===== src/rtl/core/sll_pkg.sv =====
// small language lexer: shared types, character codes and classifier functions
// no dependencies; used by the interfaces' users, the lexing core and the top level
package sll_pkg;

   localparam int MAX_LEXEME  = 256;
   localparam int QUEUE_DEPTH = 4;
   localparam int QCNT_W      = $clog2(QUEUE_DEPTH + 1);

   typedef enum logic [5:0] {
      MODE_IDLE  = 6'b000001,
      MODE_IDENT = 6'b000010,
      MODE_NUM   = 6'b000100,
      MODE_BANG  = 6'b001000,
      MODE_EQ    = 6'b010000,
      MODE_ERR   = 6'b100000
   } mode_type;

   typedef enum logic [3:0] {
      KIND_TYPE   = 4'd0,
      KIND_IDENT  = 4'd1,
      KIND_NUMBER = 4'd2,
      KIND_WHILE  = 4'd3,
      KIND_RETURN = 4'd4,
      KIND_LBRACE = 4'd5,
      KIND_RBRACE = 4'd6,
      KIND_LPAREN = 4'd7,
      KIND_RPAREN = 4'd8,
      KIND_SEMI   = 4'd9,
      KIND_COMMA  = 4'd10,
      KIND_BINOP  = 4'd11,
      KIND_ASSIGN = 4'd12,
      KIND_ERROR  = 4'd13
   } kind_type;

   localparam logic [7:0] CH_SPACE  = 8'h20;
   localparam logic [7:0] CH_TAB    = 8'h09;
   localparam logic [7:0] CH_CR     = 8'h0D;
   localparam logic [7:0] CH_LF     = 8'h0A;
   localparam logic [7:0] CH_LBRACE = 8'h7B;
   localparam logic [7:0] CH_RBRACE = 8'h7D;
   localparam logic [7:0] CH_LPAREN = 8'h28;
   localparam logic [7:0] CH_RPAREN = 8'h29;
   localparam logic [7:0] CH_EQ     = 8'h3D;
   localparam logic [7:0] CH_STAR   = 8'h2A;
   localparam logic [7:0] CH_PLUS   = 8'h2B;
   localparam logic [7:0] CH_BANG   = 8'h21;
   localparam logic [7:0] CH_SEMI   = 8'h3B;
   localparam logic [7:0] CH_COMMA  = 8'h2C;
   localparam logic [7:0] CH_PCT    = 8'h25;
   localparam logic [7:0] CH_UNDER  = 8'h5F;

   localparam logic [47:0] KW_INT    = 48'h0000_0069_6E74;
   localparam logic [47:0] KW_VOID   = 48'h0000_766F_6964;
   localparam logic [47:0] KW_WHILE  = 48'h0077_6869_6C65;
   localparam logic [47:0] KW_RETURN = 48'h7265_7475_726E;

   typedef struct packed {
      kind_type    kind;
      logic [31:0] start;
      logic [8:0]  length;
   } token_type;

   typedef struct packed {
      mode_type    mode;
      logic [31:0] start;
      logic [8:0]  length;
      logic [47:0] prefix;
   } lex_state_type;

   typedef struct packed {
      token_type  tok0;
      token_type  tok1;
      logic [1:0] count;
   } lex_result_type;

   typedef struct packed {
      token_type tok;
      logic      last;
   } rsp_item_type;

   function automatic logic is_digit(logic [7:0] c);
      return (c >= 8'h30) && (c <= 8'h39);
   endfunction

   function automatic logic is_letter(logic [7:0] c);
      return ((c >= 8'h61) && (c <= 8'h7A)) || ((c >= 8'h41) && (c <= 8'h5A)) ||
             (c == CH_UNDER);
   endfunction

   function automatic logic is_white(logic [7:0] c);
      return (c == CH_SPACE) || (c == CH_TAB) || (c == CH_CR) || (c == CH_LF);
   endfunction

   function automatic logic is_struct(logic [7:0] c);
      return (c == CH_LBRACE) || (c == CH_RBRACE) || (c == CH_LPAREN) ||
             (c == CH_RPAREN) || (c == CH_EQ) || (c == CH_STAR) || (c == CH_PLUS) ||
             (c == CH_BANG) || (c == CH_SEMI) || (c == CH_COMMA);
   endfunction

   function automatic kind_type word_kind(logic [8:0] len, logic [47:0] pref);
      kind_type k;
      k = KIND_IDENT;
      priority if (len == 9'd3 && pref == KW_INT) begin
         k = KIND_TYPE;
      end else if (len == 9'd4 && pref == KW_VOID) begin
         k = KIND_TYPE;
      end else if (len == 9'd5 && pref == KW_WHILE) begin
         k = KIND_WHILE;
      end else if (len == 9'd6 && pref == KW_RETURN) begin
         k = KIND_RETURN;
      end else begin
         k = KIND_IDENT;
      end
      return k;
   endfunction

endpackage


===== src/rtl/core/sll_if.sv =====
// small language lexer: valid/ready channel interfaces for characters and tokens
// no dependencies
interface sll_req_if;
   logic       valid;
   logic       ready;
   logic [7:0] ch;
   logic       end_of_stream;

   modport source (output valid, output ch, output end_of_stream, input ready);
   modport sink   (input valid, input ch, input end_of_stream, output ready);
endinterface

interface sll_rsp_if;
   logic        valid;
   logic        ready;
   logic [3:0]  token_kind;
   logic [31:0] start_offset;
   logic [8:0]  lexeme_length;
   logic        last_of_run;

   modport source (output valid, output token_kind, output start_offset,
                   output lexeme_length, output last_of_run, input ready);
   modport sink   (input valid, input token_kind, input start_offset,
                   input lexeme_length, input last_of_run, output ready);
endinterface


===== src/rtl/core/sll_lex.sv =====
// small language lexer: next-state and token logic for one character
// depends on sll_pkg
module sll_lex (
   input  logic [7:0]             ch,
   input  logic                   eos,
   input  logic [31:0]            pos,
   input  sll_pkg::lex_state_type cur,
   output sll_pkg::lex_state_type nxt,
   output sll_pkg::lex_result_type res
);
   import sll_pkg::*;

   token_type  tok_a, tok_b, tok_c;
   logic       vld_a, vld_b, vld_c;
   logic       done;
   logic       cont;
   logic [1:0] total;

   always_comb begin
      nxt   = cur;
      tok_a = '{kind: KIND_ERROR, start: pos, length: 9'd1};
      tok_b = '{kind: KIND_ERROR, start: pos, length: 9'd1};
      tok_c = '{kind: KIND_ASSIGN, start: cur.start, length: 9'd1};
      vld_a = 1'b0;
      vld_b = 1'b0;
      vld_c = 1'b0;
      done  = 1'b0;
      cont  = 1'b0;

      // continuation of whatever the previous character left pending
      unique case (cur.mode)
         MODE_ERR: begin
            done = 1'b1;
         end
         MODE_IDENT, MODE_NUM: begin
            cont = (cur.mode == MODE_IDENT) ? (!is_white(ch) && !is_struct(ch))
                                            : is_digit(ch);
            if (cont) begin
               done = 1'b1;
               if (int'(cur.length) >= MAX_LEXEME) begin
                  vld_a      = 1'b1;
                  nxt.mode   = MODE_ERR;
                  nxt.length = '0;
                  nxt.prefix = '0;
               end else begin
                  nxt.length = cur.length + 9'd1;
                  nxt.prefix = {cur.prefix[39:0], ch};
               end
            end else begin
               vld_a = 1'b1;
               tok_a = '{kind: (cur.mode == MODE_IDENT) ? word_kind(cur.length, cur.prefix)
                                                        : KIND_NUMBER,
                         start: cur.start, length: cur.length};
               nxt.mode = MODE_IDLE;
            end
         end
         MODE_BANG, MODE_EQ: begin
            if (ch == CH_EQ) begin
               vld_a = 1'b1;
               tok_a = '{kind: KIND_BINOP, start: cur.start, length: 9'd2};
               done  = 1'b1;
            end else if (cur.mode == MODE_EQ) begin
               vld_a = 1'b1;
               tok_a = '{kind: KIND_ASSIGN, start: cur.start, length: 9'd1};
            end
            nxt.mode = MODE_IDLE;
         end
         default: begin
            nxt.mode = MODE_IDLE;
         end
      endcase

      // character lexed from idle
      if (!done) begin
         if (is_letter(ch) || is_digit(ch)) begin
            nxt.mode   = is_letter(ch) ? MODE_IDENT : MODE_NUM;
            nxt.start  = pos;
            nxt.length = 9'd1;
            nxt.prefix = {40'd0, ch};
         end else if (is_white(ch)) begin
            nxt.mode = MODE_IDLE;
         end else if (ch == CH_BANG || ch == CH_EQ) begin
            nxt.mode  = (ch == CH_BANG) ? MODE_BANG : MODE_EQ;
            nxt.start = pos;
         end else begin
            vld_b = 1'b1;
            priority case (ch)
               CH_LBRACE: tok_b.kind = KIND_LBRACE;
               CH_RBRACE: tok_b.kind = KIND_RBRACE;
               CH_LPAREN: tok_b.kind = KIND_LPAREN;
               CH_RPAREN: tok_b.kind = KIND_RPAREN;
               CH_SEMI:   tok_b.kind = KIND_SEMI;
               CH_COMMA:  tok_b.kind = KIND_COMMA;
               CH_PLUS, CH_STAR, CH_PCT: tok_b.kind = KIND_BINOP;
               default: begin
                  tok_b.kind = KIND_ERROR;
                  nxt.mode   = MODE_ERR;
                  nxt.length = '0;
                  nxt.prefix = '0;
               end
            endcase
         end
      end

      // end of stream flushes the pending run or '='
      if (eos) begin
         if (nxt.mode == MODE_IDENT || nxt.mode == MODE_NUM) begin
            vld_c = 1'b1;
            tok_c = '{kind: (nxt.mode == MODE_IDENT) ? word_kind(nxt.length, nxt.prefix)
                                                     : KIND_NUMBER,
                      start: nxt.start, length: nxt.length};
         end else if (nxt.mode == MODE_EQ) begin
            vld_c = 1'b1;
            tok_c = '{kind: KIND_ASSIGN, start: nxt.start, length: 9'd1};
         end
         nxt.mode   = MODE_IDLE;
         nxt.length = '0;
         nxt.prefix = '0;
      end
   end

   // pack the up to two tokens in order
   always_comb begin
      total     = 2'({1'b0, vld_a} + {1'b0, vld_b} + {1'b0, vld_c});
      res.count = (total > 2'd2) ? 2'd2 : total;
      res.tok0  = vld_a ? tok_a : (vld_b ? tok_b : tok_c);
      res.tok1  = (vld_a && vld_b) ? tok_b : tok_c;
   end

endmodule


===== src/rtl/core/small_language_lexer.sv =====
// small language lexer top level: input register, lexing core, result queue
// depends on sll_pkg, sll_if (sll_req_if, sll_rsp_if) and sll_lex
//
//  channel   | dir | payload                                              | transaction
//  ----------+-----+------------------------------------------------------+--------------
//  req_chan  | in  | ch, end_of_stream                                    | one character
//  rsp_chan  | out | token_kind, start_offset, lexeme_length, last_of_run | one token
//
// one character a cycle while the queue has room: a character is held in the input
// register and lexed in the cycle it leaves it; its tokens (none, one or two) go into a
// four-entry result queue; the stage moves on only while the queue holds two entries or
// fewer; the output port drains one token a cycle while rsp_chan.ready is high and sets the
// sustained rate
// synchronous active-high reset clears the lexer state, the stream position and the
// queue; a stalled output fills the queue and then back-pressures req_chan.ready
module small_language_lexer (
   input  logic             clock,
   input  logic             reset,
   sll_req_if.sink          req_chan,
   sll_rsp_if.source        rsp_chan
);
   import sll_pkg::*;

   // input register
   logic          in_valid_ff, in_valid_in;
   logic [7:0]    ch_ff;
   logic          eos_ff;

   // lexer state and stream position
   lex_state_type state_ff, state_in;
   logic [31:0]   pos_ff, pos_in;

   // result queue, entry 0 is the head
   rsp_item_type  q_ff [QUEUE_DEPTH];
   rsp_item_type  q_in [QUEUE_DEPTH];
   logic [QCNT_W-1:0] q_cnt_ff, q_cnt_in;
   logic [QCNT_W-1:0] cnt_after_pop;

   lex_state_type  lex_nxt;
   lex_result_type lex_res;
   logic           fire;
   logic           pop;
   logic           req_take;

   sll_lex u_lex (
      .ch  (ch_ff),
      .eos (eos_ff),
      .pos (pos_ff),
      .cur (state_ff),
      .nxt (lex_nxt),
      .res (lex_res)
   );

   // the held character is lexed when the queue has room for two tokens
   assign fire     = in_valid_ff && (int'(q_cnt_ff) <= QUEUE_DEPTH - 2);
   assign pop      = (q_cnt_ff != '0) && rsp_chan.ready;
   assign req_take = req_chan.valid && req_chan.ready;

   assign req_chan.ready = !in_valid_ff || fire;

   assign rsp_chan.valid         = (q_cnt_ff != '0);
   assign rsp_chan.token_kind    = q_ff[0].tok.kind;
   assign rsp_chan.start_offset  = q_ff[0].tok.start;
   assign rsp_chan.lexeme_length = q_ff[0].tok.length;
   assign rsp_chan.last_of_run   = q_ff[0].last;

   always_comb begin
      in_valid_in = in_valid_ff;
      if (req_take) begin
         in_valid_in = 1'b1;
      end else if (fire) begin
         in_valid_in = 1'b0;
      end
      state_in = fire ? lex_nxt : state_ff;
      pos_in   = fire ? (pos_ff + 32'd1) : pos_ff;
   end

   // queue update: shift out the head, then append this cycle's tokens
   always_comb begin
      cnt_after_pop = q_cnt_ff - QCNT_W'(pop);
      for (int i = 0; i < QUEUE_DEPTH; i++) begin
         q_in[i] = q_ff[i];
         if (pop) begin
            q_in[i] = (i < QUEUE_DEPTH - 1) ? q_ff[(i < QUEUE_DEPTH - 1) ? i + 1 : i]
                                            : q_ff[i];
         end
         if (fire && lex_res.count != 2'd0 && cnt_after_pop == QCNT_W'(i)) begin
            q_in[i].tok  = lex_res.tok0;
            q_in[i].last = (lex_res.count == 2'd1);
         end
         if (fire && lex_res.count == 2'd2 && cnt_after_pop + QCNT_W'(1) == QCNT_W'(i)) begin
            q_in[i].tok  = lex_res.tok1;
            q_in[i].last = 1'b1;
         end
      end
      q_cnt_in = cnt_after_pop + (fire ? QCNT_W'(lex_res.count) : '0);
   end

   // control state
   always_ff @(posedge clock) begin
      if (reset) begin
         in_valid_ff <= 1'b0;
         state_ff    <= '{mode: MODE_IDLE, start: '0, length: '0, prefix: '0};
         pos_ff      <= '0;
         q_cnt_ff    <= '0;
      end else begin
         in_valid_ff <= in_valid_in;
         state_ff    <= state_in;
         pos_ff      <= pos_in;
         q_cnt_ff    <= q_cnt_in;
      end
   end

   // payload registers
   always_ff @(posedge clock) begin
      if (req_take) begin
         ch_ff  <= req_chan.ch;
         eos_ff <= req_chan.end_of_stream;
      end
      q_ff <= q_in;
   end

endmodule


===== src/flat_wrapper.sv =====
// flat-port wrapper written by rule: the top's interface ports become plain ports
module small_language_lexer_flat import sll_pkg::*;
  (clock, reset, req_chan_valid, req_chan_ch, req_chan_end_of_stream, req_chan_ready, rsp_chan_valid, rsp_chan_token_kind, rsp_chan_start_offset, rsp_chan_lexeme_length, rsp_chan_last_of_run, rsp_chan_ready);
  sll_req_if req_chan_i ();
  sll_rsp_if rsp_chan_i ();
  input  logic clock;
  input  logic reset;
  input wire logic [$bits(req_chan_i.valid)-1:0] req_chan_valid;
  input wire logic [$bits(req_chan_i.ch)-1:0] req_chan_ch;
  input wire logic [$bits(req_chan_i.end_of_stream)-1:0] req_chan_end_of_stream;
  output wire logic [$bits(req_chan_i.ready)-1:0] req_chan_ready;
  output wire logic [$bits(rsp_chan_i.valid)-1:0] rsp_chan_valid;
  output wire logic [$bits(rsp_chan_i.token_kind)-1:0] rsp_chan_token_kind;
  output wire logic [$bits(rsp_chan_i.start_offset)-1:0] rsp_chan_start_offset;
  output wire logic [$bits(rsp_chan_i.lexeme_length)-1:0] rsp_chan_lexeme_length;
  output wire logic [$bits(rsp_chan_i.last_of_run)-1:0] rsp_chan_last_of_run;
  input wire logic [$bits(rsp_chan_i.ready)-1:0] rsp_chan_ready;
  assign req_chan_i.valid = req_chan_valid;
  assign req_chan_i.ch = req_chan_ch;
  assign req_chan_i.end_of_stream = req_chan_end_of_stream;
  assign req_chan_ready = req_chan_i.ready;
  assign rsp_chan_valid = rsp_chan_i.valid;
  assign rsp_chan_token_kind = rsp_chan_i.token_kind;
  assign rsp_chan_start_offset = rsp_chan_i.start_offset;
  assign rsp_chan_lexeme_length = rsp_chan_i.lexeme_length;
  assign rsp_chan_last_of_run = rsp_chan_i.last_of_run;
  assign rsp_chan_i.ready = rsp_chan_ready;
  small_language_lexer u_core (.clock(clock), .reset(reset), .req_chan(req_chan_i), .rsp_chan(rsp_chan_i));
endmodule

===== config.mk =====
export PLATFORM = sky130hd
export DESIGN_NAME = small_language_lexer_flat
export DESIGN_NICKNAME = d
export VERILOG_FILES = /design/src/rtl/core/sll_pkg.sv /design/src/rtl/core/sll_if.sv /design/src/rtl/core/sll_lex.sv /design/src/rtl/core/small_language_lexer.sv /design/src/flat_wrapper.sv
export SDC_FILE = /design/constraint.sdc
export NUM_CORES = 1
export LEC_CHECK = 0
export CORE_UTILIZATION = 58
export CTS_CLUSTER_DIAMETER = 60
export DETAILED_ROUTE_END_ITERATION = 8
export DONT_BUFFER_PORTS = 1
export PLACE_DENSITY = 0.78
export SLEW_MARGIN = 5
export SYNTH_ARGS = -nofsm -noshare
export SYNTH_HDL_FRONTEND = slang
export SYNTH_SLANG_ARGS = --single-unit

===== constraint.sdc =====
create_clock -name clock -period 5.6 [get_ports clock]
set_input_delay 1.12 -clock clock [delete_from_list [all_inputs] [get_ports clock]]
set_output_delay 1.12 -clock clock [all_outputs]
set_load 0.03 [all_outputs]

# After elaboration in Yosys (flattened, before gate mapping)
# Index checks and enable logic that the tools add are counted.
totals:
  register_bits: 324
  word_cells: 227
op_classes:
  n_addsub: 7
  order_cmp: 9
  eq_ne: 48
  muxes: 75
  n_reduce_logical: 63
op_table:
  columns: ["operator", "n"]
  rows:
  - ["46-bit two-way mux", 11]
  - ["57-bit two-way mux", 6]
  - ["45-bit two-way mux", 6]
  - ["95-bit two-way mux", 2]
  - ["48-bit by 23-bit equality test with 1-bit output (second input constant)", 2]
  - ["48-bit by 31-bit equality test with 1-bit output (second input constant)", 2]
  - ["48-bit by 39-bit equality test with 1-bit output (second input constant)", 2]
  - ["48-bit by 47-bit equality test with 1-bit output (second input constant)", 2]
  - ["45-bit case mux with 2 select lines", 1]
  - ["89-bit two-way mux", 1]
  - ["8-bit by 6-bit equality test with 1-bit output (second input constant)", 10]
  - ["9-bit by 3-bit equality test with 1-bit output (second input constant)", 6]
  - ["44-bit two-way mux", 1]
  - ["42-bit two-way mux", 1]
  - ["41-bit two-way mux", 1]
  - ["6-bit two-way mux", 6]
  - ["32-bit by 1-bit adder with 32-bit output (second input constant)", 1]
  - ["32-bit two-way mux", 1]
  - ["4-bit case mux with 7 select lines", 1]
  - ["3-bit two-way mux", 9]
  - ["1-bit logical AND", 26]
  - ["8-bit by 4-bit equality test with 1-bit output (second input constant)", 3]
  - ["8-bit by 7-bit equality test with 1-bit output (second input constant)", 3]
  - ["4-bit two-way mux", 6]
  - ["other kinds (37)", 92]

# Logic depth before layout (Yosys ltp)
# Gate-level depths: netlist of the first run.
depth:
  word_depth: 33
  mapped_depth: 18

# Cells and area by module
# From an unflattened synthesis of the first run, not the netlist that was laid out.
unflattened:
  hier_cells: 2436
  area_unflattened_um2: 20352.0
by_module_without_submodules:
  columns: ["module", "n_inst", "cells_each", "area_per_inst_um2"]
  rows:
  - ["small_language_lexer", 1, 1577, 15210.8]
  - ["sll_lex", 1, 859, 5141.2]

# Worst setup path after synthesis of the first run
# Ideal clock, no wire load.
synth_path:
  path_type: "reg-to-reg"
  from: "reg u_core.ch_ff[5]"
  to: "reg u_core.q_ff[100] (netlist bit), enable pin"
  arrival_time_ns: 4.554
  required_time_ns: 4.920
  setup_slack_ns: 0.366
  stages_incl_launch_ff: 15
  synth_period_minus_slack_ns: 5.234
  path_cell_list: "edfxtp_1 nor2b_1 buf_2 and3_1 o21ai_0 nand2b_1 a31oi_1 inv_1 fa_1 and3_1 and2_1 nand3_1 clkbuf_1 clkbuf_1 nand3_1"
synth_via:
  elab_chain_len: 31
synth_rtl:
  columns: ["item", "line_no", "rtl"]
  rows:
  - ["start, declared", "small_language_lexer.sv:26", "logic [7:0] ch_ff;"]
  - ["start signal, assigned", "small_language_lexer.sv:117", "ch_ff <= req_chan.ch;"]
  - ["8-bit by 7-bit equality test with 1-bit output", "sll_pkg.sv:95, sll_lex.sv:87", null]
  - ["1-bit logical OR (3 in series)", "sll_pkg.sv:95", "return (c == CH_LBRACE) || (c == CH_RBRACE) || (c == CH_LPAREN) ||"]
  - ["1-bit logical OR (4 in series)", "sll_pkg.sv:96", "(c == CH_RPAREN) || (c == CH_EQ) || (c == CH_STAR) || (c == CH_PLUS) ||"]
  - ["1-bit logical OR (2 in series)", "sll_pkg.sv:97", "(c == CH_BANG) || (c == CH_SEMI) || (c == CH_COMMA);"]
  - ["1-bit zero test", "sll_lex.sv:36", "cont = (cur.mode == MODE_IDENT) ? (!is_white(ch) && !is_struct(ch))"]
  - ["1-bit logical AND", "sll_lex.sv:36", null]
  - ["1-bit two-way mux", "sll_lex.sv:36", null]
  - ["6-bit two-way mux", "sll_lex.sv:38", "if (cont) begin"]
  - ["[8 not listed]", null, null]
  - ["1-bit two-way mux", "sll_lex.sv:107", "if (nxt.mode == MODE_IDENT || nxt.mode == MODE_NUM) begin"]
  - ["1-bit two-way mux", "sll_lex.sv:106", "if (eos) begin"]
  - ["2-bit by 1-bit adder with 2-bit output (*)", "sll_lex.sv:124", "total = 2'({1'b0, vld_a} + {1'b0, vld_b} + {1'b0, vld_c});"]
  - ["2-bit greater-than comparator", "sll_lex.sv:125", "res.count = (total > 2'd2) ? 2'd2 : total;"]
  - ["2-bit two-way mux (*)", "sll_lex.sv:125", null]
  - ["2-bit equality test / 2-bit nonzero test (equally long branches)", "small_language_lexer.sv:91, small_language_lexer.sv:87", null]
  - ["1-bit logical AND (on tied branches) (2 in series)", "small_language_lexer.sv:91, small_language_lexer.sv:87", null]
  - ["3-bit nonzero test (no line) (*)", null, null]
  - ["end signal, assigned", "small_language_lexer.sv:120", "q_ff <= q_in;"]
  - ["end, declared", "small_language_lexer.sv:34", "rsp_item_type q_ff [QUEUE_DEPTH];"]
# Mark *: on every way between the ends. The rest lies on a longest branch, timed or not.
# A chain may end at the register's enable or synchronous reset.

==> impl_metrics.ini, run 1 <==
[sta]
fin_skew_ns = 0.0223
max_slew.worst_pin.slew_ns = 1.26
slew_headroom_pct = 15.9
slew_violations = 0
fin_crit_ns = 5.01
rsz0062_at_grt = false
hold_viol = 0
setup_viol_count_final = 0
setup_tns_ns = 0
fmax_ghz = 0.199
finalCritPeriodShare_pct = 89.5

[setup_path]
crit_buf_inv = 2
critPathSlowestCell = edfxtp_1
max_stage_delay_ns = 0.79
rrSetupSlack_ns = 0.59
path_cells = nor2b_1 -> o2111ai_2 -> nand3_4 -> o21ai_4 -> nor3_1 -> nand2_1 -> inv_1 -> fa_1 -> nor2_1 -> nor3_1 -> nand2_1 -> buf_12 -> nand2_1 -> nor2_1 -> a21oi_1
arrival_ns = 5.36
crit_required_ns = 5.94
cp-end-kind = flip-flop
critPathKind = reg2reg
crit_top_cell = nand2_1
cp-start-kind = flip-flop
crit_family = simple AND/OR/NAND/NOR gates
cp_max_fo = 22

[logic_synthesis]
synth-edff-count = 189
ys_seq_area_share_pct = 48.1
yosys-top-cells-area = edfxtp_1 33%, dfxtp_1 16%, nor2_1 6.7%
synth_seq_cells = 324
yosysMostFrequentCell = nor2_1
synth_fp_nets = 1910
yosys_warnings = 0
synth_area_sq_um = 17400
synth_top_area_share_pct = 32.6
ys.flop_type = edfxtp_1
ys_top_cells_by_count = 312 x nor2_1, 195 x o21ai_0, 189 x edfxtp_1, 155 x nand2_1, 135 x dfxtp_1
syn_inst = 1886
ys_async_sr_fraction_pct = 0
yosys.area.top_type = edfxtp_1
synth_cell_type_count = 86
syn_avg_cell_area_sq_um = 9.24

[place]
hpwl_um = 31800
port_buffers = 0
gp_congestion = 0.984
dp.cells = 2134

[cts]
htreeDepth = 2
post_cts_buffers = 0
cts_tree = yes
clk_pin_slew_worst_paths_ns = 0.06
clkSinkCount = 324
cts_buffer_depth = 3
clk_latency_ns = 0.53
ctsHoldBuffers = 0
cts_resized = 0
cts_root_buf = clkbuf_16
numCtsBuffers = 36

[hold_path]
hp-class = reg2reg

[routing]
vias_per_cell = 6.68
wirelength_um = 47900
drt_iter0_markers = 2005
drc = 0
vias = 14700
dr.pass1.iters = 7
final_antenna_net_count = 0
wl_per_cell_um = 21.8

[final_layout]
multi_input_area_sq_um = 8100
n_antenna_cell = 0
seq_area_sq_um = 8380
fin_nets = 1806
final_cells = 2199
synthToLayoutAreaGrowth_pct = 6.43
fin_util_pct = 62.6
fill_cells = 2415
drive_above_1_share_pct = 8.84

[power]
vdd_ir_drop_max_mv = 0.231
cellLeakagePower_nw = 6.62
total_power_mw = 7.24
powerDensity_nw_per_um2 = 390

[grt]
grt_max_degree = 132
antenna_found_initial = 1
grt_pass1_vias = 13400
grt-ovfl-total = 0
grt_use_total_pct = 30.6
grt_pass1_wl_um = 74700

[die]
initial_core_util_pct = 58.8
die_area_sq_um = 30800
die_x_um = 175
die_h_um = 175
ios = 61
fp.coreArea_sq_um = 29600
rows = 63

[run]
maxCapViolCount = 0

[run_status]
run_status = completed
-- worst paths after layout --
path | start | cells after the start | endpoint
min reg2reg | u_core.state_ff[40] | 2 | u_core.state_ff[40]
max reg2reg | u_core.ch_ff[1] | 15 | u_core.q_ff[99]
max | u_core.ch_ff[1] | 15 | u_core.q_ff[99]
min | u_core.state_ff[40] | 2 | u_core.state_ff[40]
-- metrics by stage --
| step | setup slack (ns) | hold slack [ns] | area [sq um] |
|---|---|---|---|
| 2_1_floorplan | 0.366 | 0.470 | 17400 |
| 3_3_place_gp | 0.875 | 0.489 | 17400 |
| 3_5_place_dp | 0.732 | 0.500 | 17400 |
| 4_1_cts | 0.729 | 0.516 | 18600 |
| 5_1_grt | 0.394 | 0.537 | 18600 |
| 6_report | 0.585 | 0.506 | 18600 |
-- state kept, by name (all words and copies together), names as in the netlist --
| name | count |
|---|---|
| u_core.rsp_chan.start_offset | 32 |
| u_core.rsp_chan.lexeme_length | 9 |
| u_core.eos_ff | 1 |
| u_core.q_cnt_ff | 3 |
| u_core.q_ff | 138 |
| u_core.ch_ff | 8 |
| u_core.pos_ff | 32 |
| u_core.rsp_chan.token_kind | 4 |
| u_core.in_valid_ff | 1 |
| u_core.state_ff | 95 |
| u_core.rsp_chan.last_of_run | 1 |
-- cell type report --
type	instances	share of cell area, %
flip-flops and latches	324	45.1
well taps	390	2.63
repair buffers	40	2.02
clock inverters	10	0.485
multi-input cells	1353	43.7
inverters	27	0.546
clock buffers	55	5.51
-- report_power, final --
| part | switching [mW] | internal [mW] | leakage [nW] |
|---|---|---|---|
| registers | 0.420 | 3.14 | 2.91 |
| logic | 0.990 | 0.450 | 3.17 |
| clock network | 0.932 | 1.31 | 0.542 |
-- per-layer routing --
layer / track usage [%] / up-vias / routed length (um)
met3: 4.59 / 120 / 4660
met2: 47.7 / 843 / 21600
met5: 0 / - / 51
li1: - / 6682 / -
met4: 9.93 / 2 / 1380
met1: 43.8 / 7051 / 20200
-- tightest hold or removal path: stages, from the launching register on --
cell and delay, ns:
dfxtp_1 0.32, a22oi_1 0.08, nor2_1 0.08
-- placed cells by master, fill, tap and decap left out, drive strengths merged, types with 47 or more instances in the layout --
| cell type | count |
|---|---|
| mux2i | 63 |
| nand2 | 157 |
| a22oi | 60 |
| o22ai | 106 |
| edfxtp | 189 |
| nor2 | 313 |
| clkbuf | 55 |
| o21ai | 200 |
| dfxtp | 135 |
| a21oi | 70 |
| nand3 | 47 |
-- kinds of logic (layout without fill, tap and decap cells) --
group | after synthesis | count (layout) | synth area share (%)
AND/OR/NAND/NOR | 690 | 690 | 18.4
AO/OA/AOI/OAI | 522 | 522 | 18.7
flip-flops | 324 | 324 | 48.1
XOR/XNOR | 34 | 34 | 1.71
buffers and inverters | 209 | 132 | 5.85
adder cells (fa/ha/maj) | 12 | 12 | 0.933
multiplexers | 95 | 95 | 6.33
Note: power is estimated with default switching activity, not from simulation.
==> inputs of run 2 (changes only) <==
Settings changed: CAP_MARGIN set to 40, CORE_MARGIN set to 2, CORE_UTILIZATION 58 to 60.
Clock period 5.6 ns to 4.7 ns, I/O delays scaled along.
==> impl_metrics.ini, run 2 (synthesis gave the netlist of run 1 again) <==
[cts]
cts_tree = yes
clkSinkCount = 324
cts_buffer_depth = 3
clk_pin_slew_worst_paths_ns = 0.06
numCtsBuffers = 36
ctsHoldBuffers = 0
clk_latency_ns = 0.53
cts_root_buf = clkbuf_16
htreeDepth = 2

[final_layout]
seq_area_sq_um = 8380
regMostFlops = u_core.q_ff
fin_nets = 1825
synthToLayoutAreaGrowth_pct = 7.43
fill_cells = 2245
final_common_cell = nor2_1
n_antenna_cell = 0
largest_reg_flops = 138
reg_top3 = u_core.q_ff x138, u_core.state_ff x95
multi_input_area_sq_um = 8100
drive_above_1_share_pct = 10.2
final_cell_mix = 310 x nor2_1, 195 x o21ai_0, 189 x edfxtp_1

[setup_path]
reg2regPathDepth = 14
startpoint = u_core.ch_ff[4]
arrival_ns = 4.74
rrSetupSlack_ns = 0.26
crit_required_ns = 5.00
cp_max_fo = 26
reg2reg_from = u_core.ch_ff[4]
cp-start-kind = flip-flop
cp-end-kind = flip-flop
critPathKind = reg2reg

[sta]
fin_ws_ns = 0.264
slew_headroom_pct = 37.3
hold_viol = 0
fin_skew_ns = 0.0134
slew_violations = 0
setup_tns_ns = 0
fin_crit_ns = 4.44
fmax_ghz = 0.225
max_slew.worst_pin.slew_ns = 0.931
rsz0062_at_grt = false
setup_viol_count_final = 0
finalCritPeriodShare_pct = 94.4

[routing]
wl_per_cell_um = 21.5
drc = 0
met3_length_um = 4420
vias_per_cell = 6.59
wirelength_um = 47500
wl_met1_um = 20200
highest_layer = met4
dr.pass1.iters = 6
final_antenna_net_count = 0
drt_iter0_markers = 2003
vias = 14600
wl_met2_um = 21900

[die]
fp.coreArea_sq_um = 28600
die_h_um = 174
die_x_um = 174
ios = 61
initial_core_util_pct = 60.9
die_area_sq_um = 30400
rows = 62

[hold_path]
hold_start = reset
hp-class = in2reg
whs_path_depth = 1

[grt]
grt_pass1_wl_um = 75300
antenna_found_initial = 0
grt_max_degree = 132
grt_use_total_pct = 30.7
grt-ovfl-total = 0
grt_pass1_vias = 13700

[run]
maxCapViolCount = 0

[power]
vdd_ir_drop_max_mv = 0.267
cellLeakagePower_nw = 6.72
total_power_mw = 8.74
powerDensity_nw_per_um2 = 466

[place]
gp_congestion = 0.955
port_buffers = 0
hpwl_um = 31000
dp_worst_setup_slack_ns = 0.223

[run_status]
run_status = completed
-- run 2: cell count changes in the layout (fill, tap and decap cells not counted), sizes merged --
cell,before,now
clkinv,9,11
clkbuf,55,50
bufinv,1,2
clkinvlp,0,2
buf,40,59
-- run 2: power by group --
part | internal (mW) | switching (mW) | total (mW)
registers | 3.74 | 0.493 | 4.23
clock network | 1.64 | 1.14 | 2.78
logic | 0.542 | 1.18 | 1.72
-- run 2: layout make-up --
class / instances / share of cell area, %
clock buffers: 50 / 5.46
clock inverters: 15 / 0.768
inverters: 27 / 0.561
multi-input cells: 1353 / 43.3
flip-flops and latches: 324 / 44.7
well taps: 384 / 2.56
repair buffers: 59 / 2.65
-- run 2: timing repair --
| action | CTS | global route |
|---|---|---|
| hold endpoints to repair | 0 | 0 |
| resized for setup | 0 | 1 |
| setup endpoints to repair | 0 | 134 |
| setup buffers | 0 | 3 |
-- run 2: worst paths after layout --
| check | end |
|---|---|
| min | u_core.pos_ff[14] |
| max reg2reg | u_core.rsp_chan.start_offset[15] |
| max | u_core.rsp_chan.start_offset[15] |
| min reg2reg | u_core.state_ff[40] |
-- run 2: critical path, stage by stage, from the launching register on --
cell and delay (ns):
edfxtp_1 0.47, or3_1 0.42, nor3_1 0.35, o41ai_2 0.17, and2_1 0.27, a21o_4 0.29, o21a_1 0.23, fa_1 0.56
nor2_1 0.07, nor2_1 0.17, nand2_1 0.17, nor3_2 0.25, buf_4 0.37, o21ai_0 0.12, o22ai_1 0.30
-- run 2: metrics by stage --
stage	util, %	instances	hold WS (ns)	instance area, sq um
final	65.4	2212	0.487	18700
after global routing	65.4	2212	0.473	18700
after CTS	65.3	2209	0.479	18700
after detailed placement	61.3	2144	0.500	17500
after global placement	61.3	2144	0.488	17500
after floorplan	-	1886	0.470	17500
-- run 2: routing by layer --
metal  GRT usage, %  up-vias
met3           5.49       80
met4           8.12        0
met1           43.5     7019
met2           48.7      754
li1               -     6714
met5              0        -
==> inputs of run 3 (changes only) <==
Settings changed: ABC_AREA set to 1, ABC_CLOCK_PERIOD_IN_PS set to 5450.
Clock period 4.7 ns to 5.45 ns, I/O delays scaled along.
==> impl_metrics.ini, run 3 <==
[power]
p_int_mw = 5.43
powerDensity_nw_per_um2 = 400
swShare_pct = 35.7
vdd_ir_drop_max_mv = 0.370
power_frac_comb_pct = 24.6
p_switching_mw = 3.01
p_seq_share_pct = 45.9
power.share.clock_pct = 29.6
cellLeakagePower_nw = 8.33

[setup_path]
reg2regPathDepth = 26
cp-end-kind = flip-flop
cp_max_fo = 54
timing.rr.end = u_core.q_ff[131]
startpoint = u_core.state_ff[93]
endpoint = u_core.q_ff[131]
reg2reg_from = u_core.state_ff[93]
crit_required_ns = 5.82
critPathKind = reg2reg
cp-start-kind = flip-flop
rrSetupSlack_ns = 0.38
arrival_ns = 5.44

[sta]
max_slew.worst_pin.slew_ns = 0.902
setup_tns_ns = 0
hold_viol = 0
fin_crit_ns = 5.07
fin_skew_ns = 0.0184
setup_viol_count_final = 0
finalCritPeriodShare_pct = 93.0
slew_violations = 0
slew_headroom_pct = 39.2
fmax_ghz = 0.197
rsz0062_at_grt = false
fin_ws_ns = 0.379

[routing]
dr.pass1.iters = 6
final_antenna_net_count = 0
wirelength_um = 60000
drt_iter0_markers = 2712
drc = 0
vias_per_cell = 6.13
wl_per_cell_um = 19.1
vias = 19200

[logic_synthesis]
yosys-top-cells-area = edfxtp_1 28%, nand2_1 14%, dfxtp_1 13%
synth_area_sq_um = 20100
synth_cell_type_count = 53
ys_top_cells_by_count = 740 x nand2_1, 284 x o21ai_0, 272 x nor2_1, 239 x inv_1, 189 x edfxtp_1
syn_avg_cell_area_sq_um = 7.16
yosys_warnings = 0
ys_seq_area_share_pct = 41.7
yosysMostFrequentCell = nand2_1
synth_fp_nets = 2830
synth_top_area_share_pct = 28.3
ys.flop_type = edfxtp_1
synth_seq_cells = 324
yosys.area.top_type = edfxtp_1
syn_inst = 2806
synth-edff-count = 189
ys_async_sr_fraction_pct = 0

[grt]
antenna_found_initial = 1
grt_use_total_pct = 33.5
grt_pass1_vias = 17000
grt_pass1_wl_um = 94200
grt-ovfl-total = 0
grt_max_degree = 107

[cts]
htreeDepth = 2
cts_tree = yes
clk_pin_slew_worst_paths_ns = 0.06
post_cts_buffers = 0
cts_resized = 0
ctsHoldBuffers = 0
cts_root_buf = clkbuf_16
numCtsBuffers = 37
cts_buffer_depth = 3
clkSinkCount = 324
clk_latency_ns = 0.54

[run_status]
run_status = completed

[final_layout]
reg_top3 = u_core.q_ff x138, u_core.state_ff x95
final_common_cell = nand2_1
final_cells = 3138
regMostFlops = u_core.q_ff
drive_above_1_share_pct = 7.43
n_antenna_cell = 0
final_cell_mix = 732 x nand2_1, 284 x o21ai_0, 270 x nor2_1
largest_reg_flops = 138
fin_nets = 2685
synthToLayoutAreaGrowth_pct = 5.03

[place]
hpwl_um = 42100
dp.cells = 3070
gp_congestion = 1.03
port_buffers = 0
dp_worst_setup_slack_ns = 0.595

[die]
initial_core_util_pct = 60.4
ios = 61
die_x_um = 187
die_h_um = 187
fp.coreArea_sq_um = 33300
die_area_sq_um = 35000
rows = 67

[hold_path]
hp-class = reg2reg

[run]
maxCapViolCount = 0
run 3: cell count changes after synthesis, sizes merged, moves of 61 or more:
cell / delta
mux2i: -63
nand2: +605
nand3: +61
o21ai: +164
a21oi: +88
inv: +226
run 3: routing by layer:
metal	routed length, um	up-vias	part of all wire (%)	track usage, %
met5	0	-	0	0
li1	-	9162	-	-
met2	25000	1135	42	48.1
met1	26700	8855	44	51.5
met4	1250	0	2.1	8.46
met3	7130	87	12	6.57
run 3: final cells by class:
class / count / area, sq um
clock inverter: 16 / 186
inverter: 253 / 952
sequential: 324 / 8380
clock buffer: 52 / 1030
tap: 448 / 561
fill: 2970 / 12200
multi-input combinational: 2006 / 9650
timing repair buffer: 39 / 343
run 3: how the worst min path moves through the flow:
stage | from | to | slack (ns) | cells after the start
after CTS | u_core.state_ff[23] | u_core.state_ff[23] | 0.46 | 2
final | u_core.state_ff[23] | u_core.state_ff[23] | 0.47 | 2
after floorplan | u_core.q_ff[0] | u_core.q_ff[0] | 0.44 | 2
after global routing | u_core.state_ff[42] | u_core.state_ff[42] | 0.48 | 2
after global placement | u_core.state_ff[23] | u_core.state_ff[23] | 0.45 | 2
after detailed placement | u_core.state_ff[23] | u_core.state_ff[23] | 0.45 | 2
run 3: cell families after synthesis:
logic type | count (synthesis) | share of synthesized area, %
AOI/OAI and AO/OA | 698 | 19.6
xor gates and xnor gates | 10 | 0.436
adders and majority gates | 11 | 0.760
buffers and inverters | 476 | 10.5
DFF | 324 | 41.7
and+or+nand+nor | 1287 | 27.0
run 3: critical path, cell delays in order (launching register included):
cell and delay [ns]:
dfxtp_1 0.33, nor2_1 0.21, nand2_1 0.09, nor2_2 0.25, nand3_1 0.12, nor2_1 0.13
nand3_2 0.36, nand2_4 0.25, nand2_8 0.15, nand3_4 0.14, inv_2 0.07, nand2_2 0.11
o21ai_2 0.12, nor2_2 0.13, o21ai_1 0.09, nand2_2 0.11, inv_1 0.07, fa_1 0.44
inv_1 0.10, nor2_1 0.07, nand2_1 0.13, nor2_1 0.06, buf_4 0.19, inv_2 0.28
buf_4 0.47, o21ai_0 0.20, o22ai_1 0.20
run 3: metrics by stage:
stage	util, %	hold slack, ns	power [mW]	instance area, sq um
final	63.4	0.466	8.44	21100
after global routing	63.4	0.484	8.83	21100
after CTS	63.4	0.461	8.41	21100
after detailed placement	59.7	0.452	5.93	19900
after global placement	59.7	0.448	5.83	19900
after floorplan	-	0.440	5.58	20100
run 3: power by group through the flow:
stage	clock network (mW)	registers [mW]	logic, mW
2_1_floorplan	0	3.55	2.03
6_report	2.50	3.87	2.07
4_1_cts	2.51	3.87	2.03
3_5_place_dp	0	3.92	2.01
5_1_grt	2.62	3.91	2.30
3_3_place_gp	0	3.91	1.92
